<file path="src/rtl/set_assoc_cache_tag_lookup_assert.svh">
// Assertion macros for the cache tag lookup block.
// Used by the top level only; expects clk_i and rst_ni in scope.
`ifndef SET_ASSOC_CACHE_TAG_LOOKUP_ASSERT_SVH
`define SET_ASSOC_CACHE_TAG_LOOKUP_ASSERT_SVH

// same-cycle implication
`define SACTL_ASSERT_NOW(lbl, ante, cons, msg) \
  lbl: assert property (@(posedge clk_i) disable iff (!rst_ni) (ante) |-> (cons)) \
    else $error(msg);

// next-cycle implication
`define SACTL_ASSERT_NEXT(lbl, ante, cons, msg) \
  lbl: assert property (@(posedge clk_i) disable iff (!rst_ni) (ante) |=> (cons)) \
    else $error(msg);

`endif

</file>
<file path="src/rtl/sactl_pkg.sv">
// Shared constants, register codes and controller/datapath types for the
// cache tag lookup block. No dependencies.
package sactl_pkg;

  localparam int unsigned MAX_WAYS  = 8;
  localparam int unsigned WAY_W     = 3;
  localparam int unsigned WAYS_W    = 4;   // holds a way count, 0..MAX_WAYS
  localparam int unsigned SET_BITS  = 8;
  localparam int unsigned SETS      = 256;
  localparam int unsigned ADDR_BITS = 32;
  localparam int unsigned TAG_W     = ADDR_BITS;
  localparam int unsigned STAMP_W   = 32;
  localparam int unsigned CNT_W     = 32;
  localparam int unsigned LINE_W    = 1 + TAG_W + STAMP_W;

  localparam int unsigned CFG_W     = 4;
  localparam int unsigned CFG_IDX_W = 2;

  localparam int unsigned OUT_FIELD_W = WAY_W + 2 * CNT_W;
  localparam int unsigned OUT_TDATA_W = 72;
  localparam int unsigned OUT_TUSER_W = 2;

  localparam logic [CFG_IDX_W-1:0] REG_OFFSET_BITS = 2'd0;
  localparam logic [CFG_IDX_W-1:0] REG_INDEX_BITS  = 2'd1;
  localparam logic [CFG_IDX_W-1:0] REG_WAYS_IN_USE = 2'd2;
  localparam logic [CFG_IDX_W-1:0] REG_POLICY      = 2'd3;

  localparam logic POLICY_FIFO = 1'b0;
  localparam logic POLICY_LRU  = 1'b1;

  localparam logic [CFG_W-1:0] RST_OFFSET_BITS = 4'd6;
  localparam logic [CFG_W-1:0] RST_INDEX_BITS  = 4'd6;
  localparam logic [CFG_W-1:0] RST_WAYS_IN_USE = 4'd4;
  localparam logic             RST_POLICY      = POLICY_LRU;

  typedef struct packed {
    logic addr_load;   // item accepted, latch set and tag
    logic clear_step;  // clear one set after reset
    logic cmp_load;    // capture tag compare and row stamps
    logic vic_step;    // one oldest-stamp comparison
    logic commit;      // write line, bump counters, load result
  } ctrl_cmd_t;

  typedef struct packed {
    logic clear_last;
    logic need_victim;
    logic vic_done;
  } dp_stat_t;

endpackage

</file>
<file path="src/rtl/sactl_ctrl.sv">
// Sequencing state machine for the cache tag lookup block.
// Depends on sactl_pkg; drives the datapath through ctrl_cmd_t.
module sactl_ctrl (
  input  logic                 clk_i,
  input  logic                 rst_ni,
  input  logic                 s_valid_i,
  output logic                 s_ready_o,
  output logic                 m_valid_o,
  input  logic                 m_ready_i,
  input  sactl_pkg::dp_stat_t  stat_i,
  output sactl_pkg::ctrl_cmd_t cmd_o
);

  typedef enum logic [2:0] {
    ST_CLEAR,
    ST_IDLE,
    ST_READ,
    ST_CMP,
    ST_VICT,
    ST_WRITE
  } state_e;

  state_e state_q, state_d;
  logic   m_valid_q, m_valid_d;

  always_comb begin
    state_d   = state_q;
    m_valid_d = m_valid_q && !m_ready_i;
    cmd_o     = '0;
    case (state_q)
      ST_CLEAR: begin
        cmd_o.clear_step = 1'b1;
        if (stat_i.clear_last) begin
          state_d = ST_IDLE;
        end
      end
      ST_IDLE: begin
        if (s_valid_i) begin
          cmd_o.addr_load = 1'b1;
          state_d         = ST_READ;
        end
      end
      ST_READ: begin
        state_d = ST_CMP;
      end
      ST_CMP: begin
        cmd_o.cmp_load = 1'b1;
        state_d        = stat_i.need_victim ? ST_VICT : ST_WRITE;
      end
      ST_VICT: begin
        if (stat_i.vic_done) begin
          state_d = ST_WRITE;
        end else begin
          cmd_o.vic_step = 1'b1;
        end
      end
      ST_WRITE: begin
        // wait until the result register is free
        if (!m_valid_q || m_ready_i) begin
          cmd_o.commit = 1'b1;
          m_valid_d    = 1'b1;
          state_d      = ST_IDLE;
        end
      end
      default: begin
        state_d = ST_IDLE;
      end
    endcase
  end

  always_ff @(posedge clk_i or negedge rst_ni) begin
    if (!rst_ni) begin
      state_q   <= ST_CLEAR;
      m_valid_q <= 1'b0;
    end else begin
      state_q   <= state_d;
      m_valid_q <= m_valid_d;
    end
  end

  assign s_ready_o = (state_q == ST_IDLE);
  assign m_valid_o = m_valid_q;

endmodule

</file>
<file path="config.mk">
export PLATFORM = sky130hd
export DESIGN_NAME = sactl_ctrl
export DESIGN_NICKNAME = d
export VERILOG_FILES = /design/src/rtl/set_assoc_cache_tag_lookup_assert.svh /design/src/rtl/sactl_pkg.sv /design/src/rtl/sactl_ctrl.sv
export SDC_FILE = /design/constraint.sdc
export NUM_CORES = 1
export LEC_CHECK = 0
export BUFFER_PORTS_ARGS = -buffer_cell sky130_fd_sc_hd__buf_2
export CORE_AREA = 2 2 39 41
export CTS_CLUSTER_DIAMETER = 200
export DETAILED_ROUTE_END_ITERATION = 7
export DIE_AREA = 0 0 41 43
export SLEW_MARGIN = 0
export SYNTH_ARGS = -nofsm -noshare
export SYNTH_HDL_FRONTEND = slang
export SYNTH_SLANG_ARGS = --single-unit
export TNS_END_PERCENT = 10
</file>
<file path="constraint.sdc">
create_clock -name clk_i -period 2.5 [get_ports clk_i]
set_input_delay 0.125 -clock clk_i [delete_from_list [all_inputs] [get_ports clk_i]]
set_output_delay 0.125 -clock clk_i [all_outputs]
set_load 0.05 [all_outputs]
</file>
After elaboration in Yosys (flattened, before gate mapping):

Cells that the tools add are included.

* bits in registers: 4
* output and inout bits: 7
* logic and storage cells: 33

* reduce and logical (&&, ||, !) cells: 6
* equality and inequality tests: 9
* mux-type cells: 16

Operator list (count)
* $pmux 3 s6: 1
* $mux 3: 4
* $mux 1: 11
* $ne 2x2->1 const B: 4
* $eq 3x2->1 const B: 2
* $eq 3x3->1 const B: 2
* $reduce_and 4->1: 1
* $eq 3x1->1 const B: 1
* $logic_not 3->1: 1
* $logic_not 1->1: 2
* $logic_and 1x1->1: 1
* $logic_or 1x1->1: 1

Longest topological paths before layout:

Gate-level depths: netlist of run 1.

* depth after elaboration: 4
* depth in mapped cells: 3
* depth with buffers taken out: 3

Least setup slack after synthesis of run 1:

Ideal clock, no wire load.

* path kind: register -> register
* start point: register state_q[1]
* end point: register state_q[0]
* data arrival time: 1.712 ns
* stages on the path, launching flop included: 4
* setup slack: 0.593 ns
* path buffers: 0
* cells stage by stage: dfrtp_1 > nand2b_1 > nor3_1 > a21oi_1

* word-level cells in the longest chain between the ends: 3
* elaborated cells between the ends (all ways): 12
* those cells by class: eq/ne (9); mux (1); reduce/logical (2)

RTL lines
* start, declared: line sactl_ctrl.sv:23 `state_e state_q, state_d;`
* start signal, assigned: line sactl_ctrl.sv:76 `state_q <= state_d;`
* $eq 3x3->1 (tied with other cells): line sactl_ctrl.sv:30 `case (state_q)`
* $ne 2x2->1 (no source line)
* $reduce_and 4->1 (no source line)

Several ways; a longest one is shown, not always the timed one.
A chain may end at the register's enable or synchronous reset.

==> flow_summary.yaml, run 1 <==
worst_hold_path:
  min_path_type: "input port to register"
worst_setup_path:
  worstPathArrival_ns: 1.35
  path_cells: "and2b_2, and3_1, buf_2"
  cp_slowest_cell: "dfrtp_1"
  cp.buffers_inverters: 1
  crit_required_ns: 2.38
  cp-start-kind: "register"
  max_stage_delay_ns: 0.43
  crit_fanout: 7
  cp-end-kind: "output port"
  cp_top_family: "simple AND/OR/NAND/NOR gates"
  path_class: "register to output port"
floorplanning:
  start_util_pct: 16.91
  dieArea_um2: 1763
  die_y_um: 43
  boundaryPins: 14
  num_rows: 14
  core_area_um2: 1384
  die_w_um: 41
layout:
  ff_latch_area_um2: 100.1
  final_cell_mix: "buf_2, dfrtp_1, a21oi_1, clkbuf_4"
  drive_above_1_share_pct: 51.16
  layout_commonest_cell: "buf_2"
  antenna_cells: 0
  stdcell_area_um2: 351.6
  syn2layout_area_growth_pct: 50.27
  n_fill_cell: 167
  fin_nets: 52
  multiInputGateArea_um2: 130.1
drt:
  wl_per_cell_um: 9.000
  route.antenna.remaining_nets: 0
  vias_per_cell: 4.017
  drtIter0Drc: 1
  vias: 237
  drc: 0
  wirelength_um: 531
  dr.pass1.iters: 3
yosys:
  synth.cell_area_um2: 234.0
  ys_seq_area_share_pct: 42.78
  syn_nets: 33
  syn-instance-count: 26
  ys_seq_elements: 4
  ys_warn_count: 0
  postSynthAreaPerCell_um2: 8.999
  synthDistinctLibCells: 16
grt:
  overflow: 0
  grt_pass1_wl_um: 821
  antenna_found_initial: 0
  grtUsageTotal_pct: 7.251
  grt_pass1_vias: 234
  grt_max_degree: 10
sta:
  finalSetupTns_ns: 0
  slew_headroom_pct: 83.65
  slew_violations: 0
  finClkSkew_ns: 0.001255
  rsz0062_at_grt: "no"
  worstMarginPinSlew_ns: 0.2452
  finalHoldViolations: 0
  fmax_mhz: 678.4
  fin_crit_sh_pct: 58.96
  finalSetupViolCount: 0
  min_period_ns: 1.474
clock_tree:
  cts-buffers-inserted: 3
  htreeDepth: 1
  clk_path_buf_depth: 2
  cts_tree: "built"
  clk_pin_slew_ns: 0.04
  clkLatencyLatePin_ns: 0.23
  post_cts_buffers: 0
  cts.sinks: 4
  cts_root_buf: "clkbuf_4"
place:
  dpl_cell_area_um2: 319.1
  port_buffers: 13
  place_congestion: 0.6992
run_status:
  status: "finished, final reports clean"
flow_run:
  drv_cap: 0
what timing repair did:
action | CTS | global route
endpoints found under the hold margin | 4 | 0
hold buffers | 1 | 0
resized for setup | 0 | 0
layout make-up:
type / count / area share, %
multi-input cells: 21 / 37.01
flip-flops and latches: 4 / 28.47
repair buffers: 14 / 21.35
clock buffers: 3 / 6.406
well taps: 16 / 5.694
inverters: 1 / 1.068
cell families (layout without fill, tap and decap cells):
group,Yosys count,after routing,synth area share (%)
AO/OA/AOI/OAI,4,4,9.625
buffers and inverters,1,18,1.603
flip-flops,4,4,42.78
AND/OR/NAND/NOR,17,17,45.99
worst register-to-register path: stages (launching register included):
cell and delay [ns]:
dfrtp_1 0.45, nor2b_1 0.17, o31ai_1 0.24, a21oi_1 0.10
Yosys cell counts, drive strengths merged:
library cell  number  area share (%)
nand2              2             3.2
nand2b             2             5.3
nor3               2             4.3
inv                1             1.6
and2               1             3.2
and3               3              11
dfrtp              4              43
or2                1             2.7
a21oi              3             6.4
nor2b              2             5.3
nand3              1             2.1
o31ai              1             3.2
and2b              2             7.5
nor2               1             1.6
registers in the layout, indices dropped and copies added, names as in the netlist:
signal     flops
m_valid_o      1
state_q        3
routing by layer:
| metal | part of all wire [%] | routed length (um) | global-route usage (%) | vias to the layer above |
|---|---|---|---|---|
| li1 | - | - | - | 123 |
| met1 | 48 | 254 | 8.766 | 107 |
| met2 | 48 | 256 | 9.375 | 7 |
| met3 | 4.0 | 21 | 3.141 | 0 |
| met4 | 0 | 0 | 6.000 | 0 |
| met5 | 0 | 0 | 0 | - |
path summary, 6_finish.rpt:
| kind | from | endpoint | slack (ns) | depth (start not counted) |
|---|---|---|---|---|
| max in group asynchronous | rst_ni | state_q[0]$_DFFE_PN0P_ | 2.15 | 2 |
| worst max register to register | state_q[0]$_DFFE_PN0P_ | state_q[0]$_DFFE_PN0P_ | 1.42 | 3 |
| worst min register to register | m_valid_o$_DFF_PN0_ | m_valid_o$_DFF_PN0_ | 0.52 | 2 |
| worst max-delay path | state_q[1]$_DFFE_PN0P_ | cmd_o[4] | 1.03 | 3 |
| min in group asynchronous | rst_ni | m_valid_o$_DFF_PN0_ | 0.23 | 2 |
| worst min-delay path | s_valid_i | state_q[1]$_DFFE_PN0P_ | 0.17 | 3 |
metrics by stage:
stage	utilization (%)	setup WS (ns)	hold slack, ns	std cells
4_1_cts	25.41	1.004	0.1681	59
5_1_grt	25.41	0.9294	0.2094	59
3_3_place_gp	23.06	1.271	-0.06589	55
6_report	25.41	1.026	0.1715	59
3_5_place_dp	23.06	1.256	-0.06485	55
2_1_floorplan	-	0.5931	-0.1706	26
Power of run 1 is not shown: default switching activity piles up to over one toggle a cycle in this logic, so the estimate is an artifact.
==> run 2, diff against run 1 <==
clock period = 1.2 ns   (was 2.5 ns; I/O delays follow)
==> run 2 against run 1 <==
Compared with the run above: the run now ends with negative setup slack left; cell count increased by 6.8%; setup slack worse by 1.1 ns; routed wire length rose by 20%; register-to-register slack lost 1.5 ns; count of clock-buffer cells in the layout unchanged; die area stayed put; sequential share of layout area fell by 6.2 points; design area is 31% higher; first-iteration DRC count did not move.
==> flow_summary.yaml, run 2 (synthesis results as in run 1) <==
floorplanning:
  dieArea_um2: 1763
  num_rows: 14
  start_util_pct: 16.91
  boundaryPins: 14
  die_y_um: 43
  core_area_um2: 1384
  die_w_um: 41
place:
  dp.cells: 57
  port_buffers: 13
  preCtsSetupSlack_ns: 0.06596
  place_hpwl_um: 460.1
  place_congestion: 0.7251
worst_hold_path:
  min_path_type: "input port to register"
drt:
  vias_per_cell: 4.222
  vias: 266
  route.antenna.remaining_nets: 0
  drc: 0
  dr.pass1.iters: 2
  wirelength_um: 639
  drtIter0Drc: 1
  wl_per_cell_um: 10.14
clock_tree:
  clk_path_buf_depth: 2
  cts_root_buf: "clkbuf_4"
  cts_tree: "built"
  cts.sinks: 4
  clk_pin_slew_ns: 0.03
  clkLatencyLatePin_ns: 0.24
  htreeDepth: 1
  cts-buffers-inserted: 3
worst_setup_path:
  critPathLaunch: "state_q[0]$_DFFE_PN0P_"
  cp-start-kind: "register"
  path_depth: 3
  rr_endpoint: "state_q[0]$_DFFE_PN0P_"
  reg2regPathDepth: 5
  crit_required_ns: 1.14
  critical_path.endpoint: "s_ready_o"
  timing.rr.start: "state_q[0]$_DFFE_PN0P_"
  path_class: "register to output port"
  cp_top_family: "simple AND/OR/NAND/NOR gates"
  max_stage_delay_ns: 0.40
  crit_fanout: 5
  worstPathArrival_ns: 1.22
  cp-end-kind: "output port"
  cp.buffers_inverters: 1
  path_cells: "and2b_2, and2_2, buf_6"
  ff2ff_setup_slack_ns: -0.04
  cp_slowest_cell: "dfrtp_2"
grt:
  grtUsageTotal_pct: 8.761
  grt_max_degree: 7
  grt_pass1_vias: 265
  antenna_found_initial: 0
  overflow: 0
  grt_pass1_wl_um: 1028
sta:
  rsz0062_at_grt: "yes"
  setup_ws_ns: -0.07686
  worstMarginPinSlew_ns: 0.2507
  finClkSkew_ns: 0.008650
  slew_violations: 0
  min_period_ns: 1.277
  finalHoldViolations: 0
  finalSetupViolCount: 5
  fin_crit_sh_pct: 106.4
  slew_headroom_pct: 83.40
  fmax_mhz: 783.2
layout:
  final_cell_mix: "buf_2, buf_6"
  antenna_cells: 0
  layout_commonest_cell: "buf_2"
  drive_above_1_share_pct: 65.96
  largest_reg_flops: 3
  top_register: "state_q"
  stdcell_count: 63
  syn2layout_area_growth_pct: 97.33
  fin_nets: 56
flow_run:
  drv_cap: 0
run_status:
  violations: "negative setup slack"
  status: "complete, but fails checks"
## run 2: per-stage QoR
| stage | hold slack, ns | instance area, um2 | TNS [ns] | utilization [%] |
|---|---|---|---|---|
| final | 0.1180 | 461.7 | -0.2790 | 33.36 |
| after global routing | 0.1443 | 461.7 | -0.6664 | 33.36 |
| after CTS | 0.1135 | 436.7 | -0.2989 | 31.56 |
| after detailed placement | -0.1286 | 344.1 | 0 | 24.86 |
| after global placement | -0.1306 | 344.1 | 0 | 24.86 |
| after floorplan | -0.2356 | 244.0 | -0.3499 | - |
## run 2: tightest hold or removal path, cell delays in order
cell	delay, ns
buf_2	0.10
a21oi_1	0.06
nor2_1	0.08
## run 2: layout make-up
cell class	instances	area, um2
sequential	4	102.6
timing repair buffer	18	157.7
tap	16	20.02
fill	149	922.1
clock buffer	3	22.52
multi-input combinational	21	155.1
inverter	1	3.754
## run 2: metal layers
metal / part of all wire, % / track usage [%]
met4: 0 / 4.000
met1: 45 / 10.71
met2: 49 / 12.19
met3: 6.1 / 4.712
met5: 0 / 0
## run 2: what timing repair did
action,CTS,global route
resized for setup,14,7
hold buffers,1,0
setup buffers,2,0
endpoints found under the setup margin,6,7
gates cloned,0,0
pin swaps,0,3
hold endpoints to repair,4,0
## run 2: worst min-delay path by stage
| stage | end | slack (ns) | startpoint | cells past startpoint |
|---|---|---|---|---|
| finish | state_q[1]$_DFFE_PN0P_ | 0.12 | s_valid_i | 3 |
| global route | m_valid_o$_DFF_PN0_ | 0.14 | m_ready_i | 3 |
| detailed placement | m_valid_o$_DFF_PN0_ | -0.13 | rst_ni | 1 |
| global placement | m_valid_o$_DFF_PN0_ | -0.13 | rst_ni | 1 |
| floorplan | m_valid_o$_DFF_PN0_ | -0.24 | rst_ni | 0 |
| CTS | state_q[1]$_DFFE_PN0P_ | 0.11 | s_valid_i | 3 |
Power of run 2 is left out for the same reason.
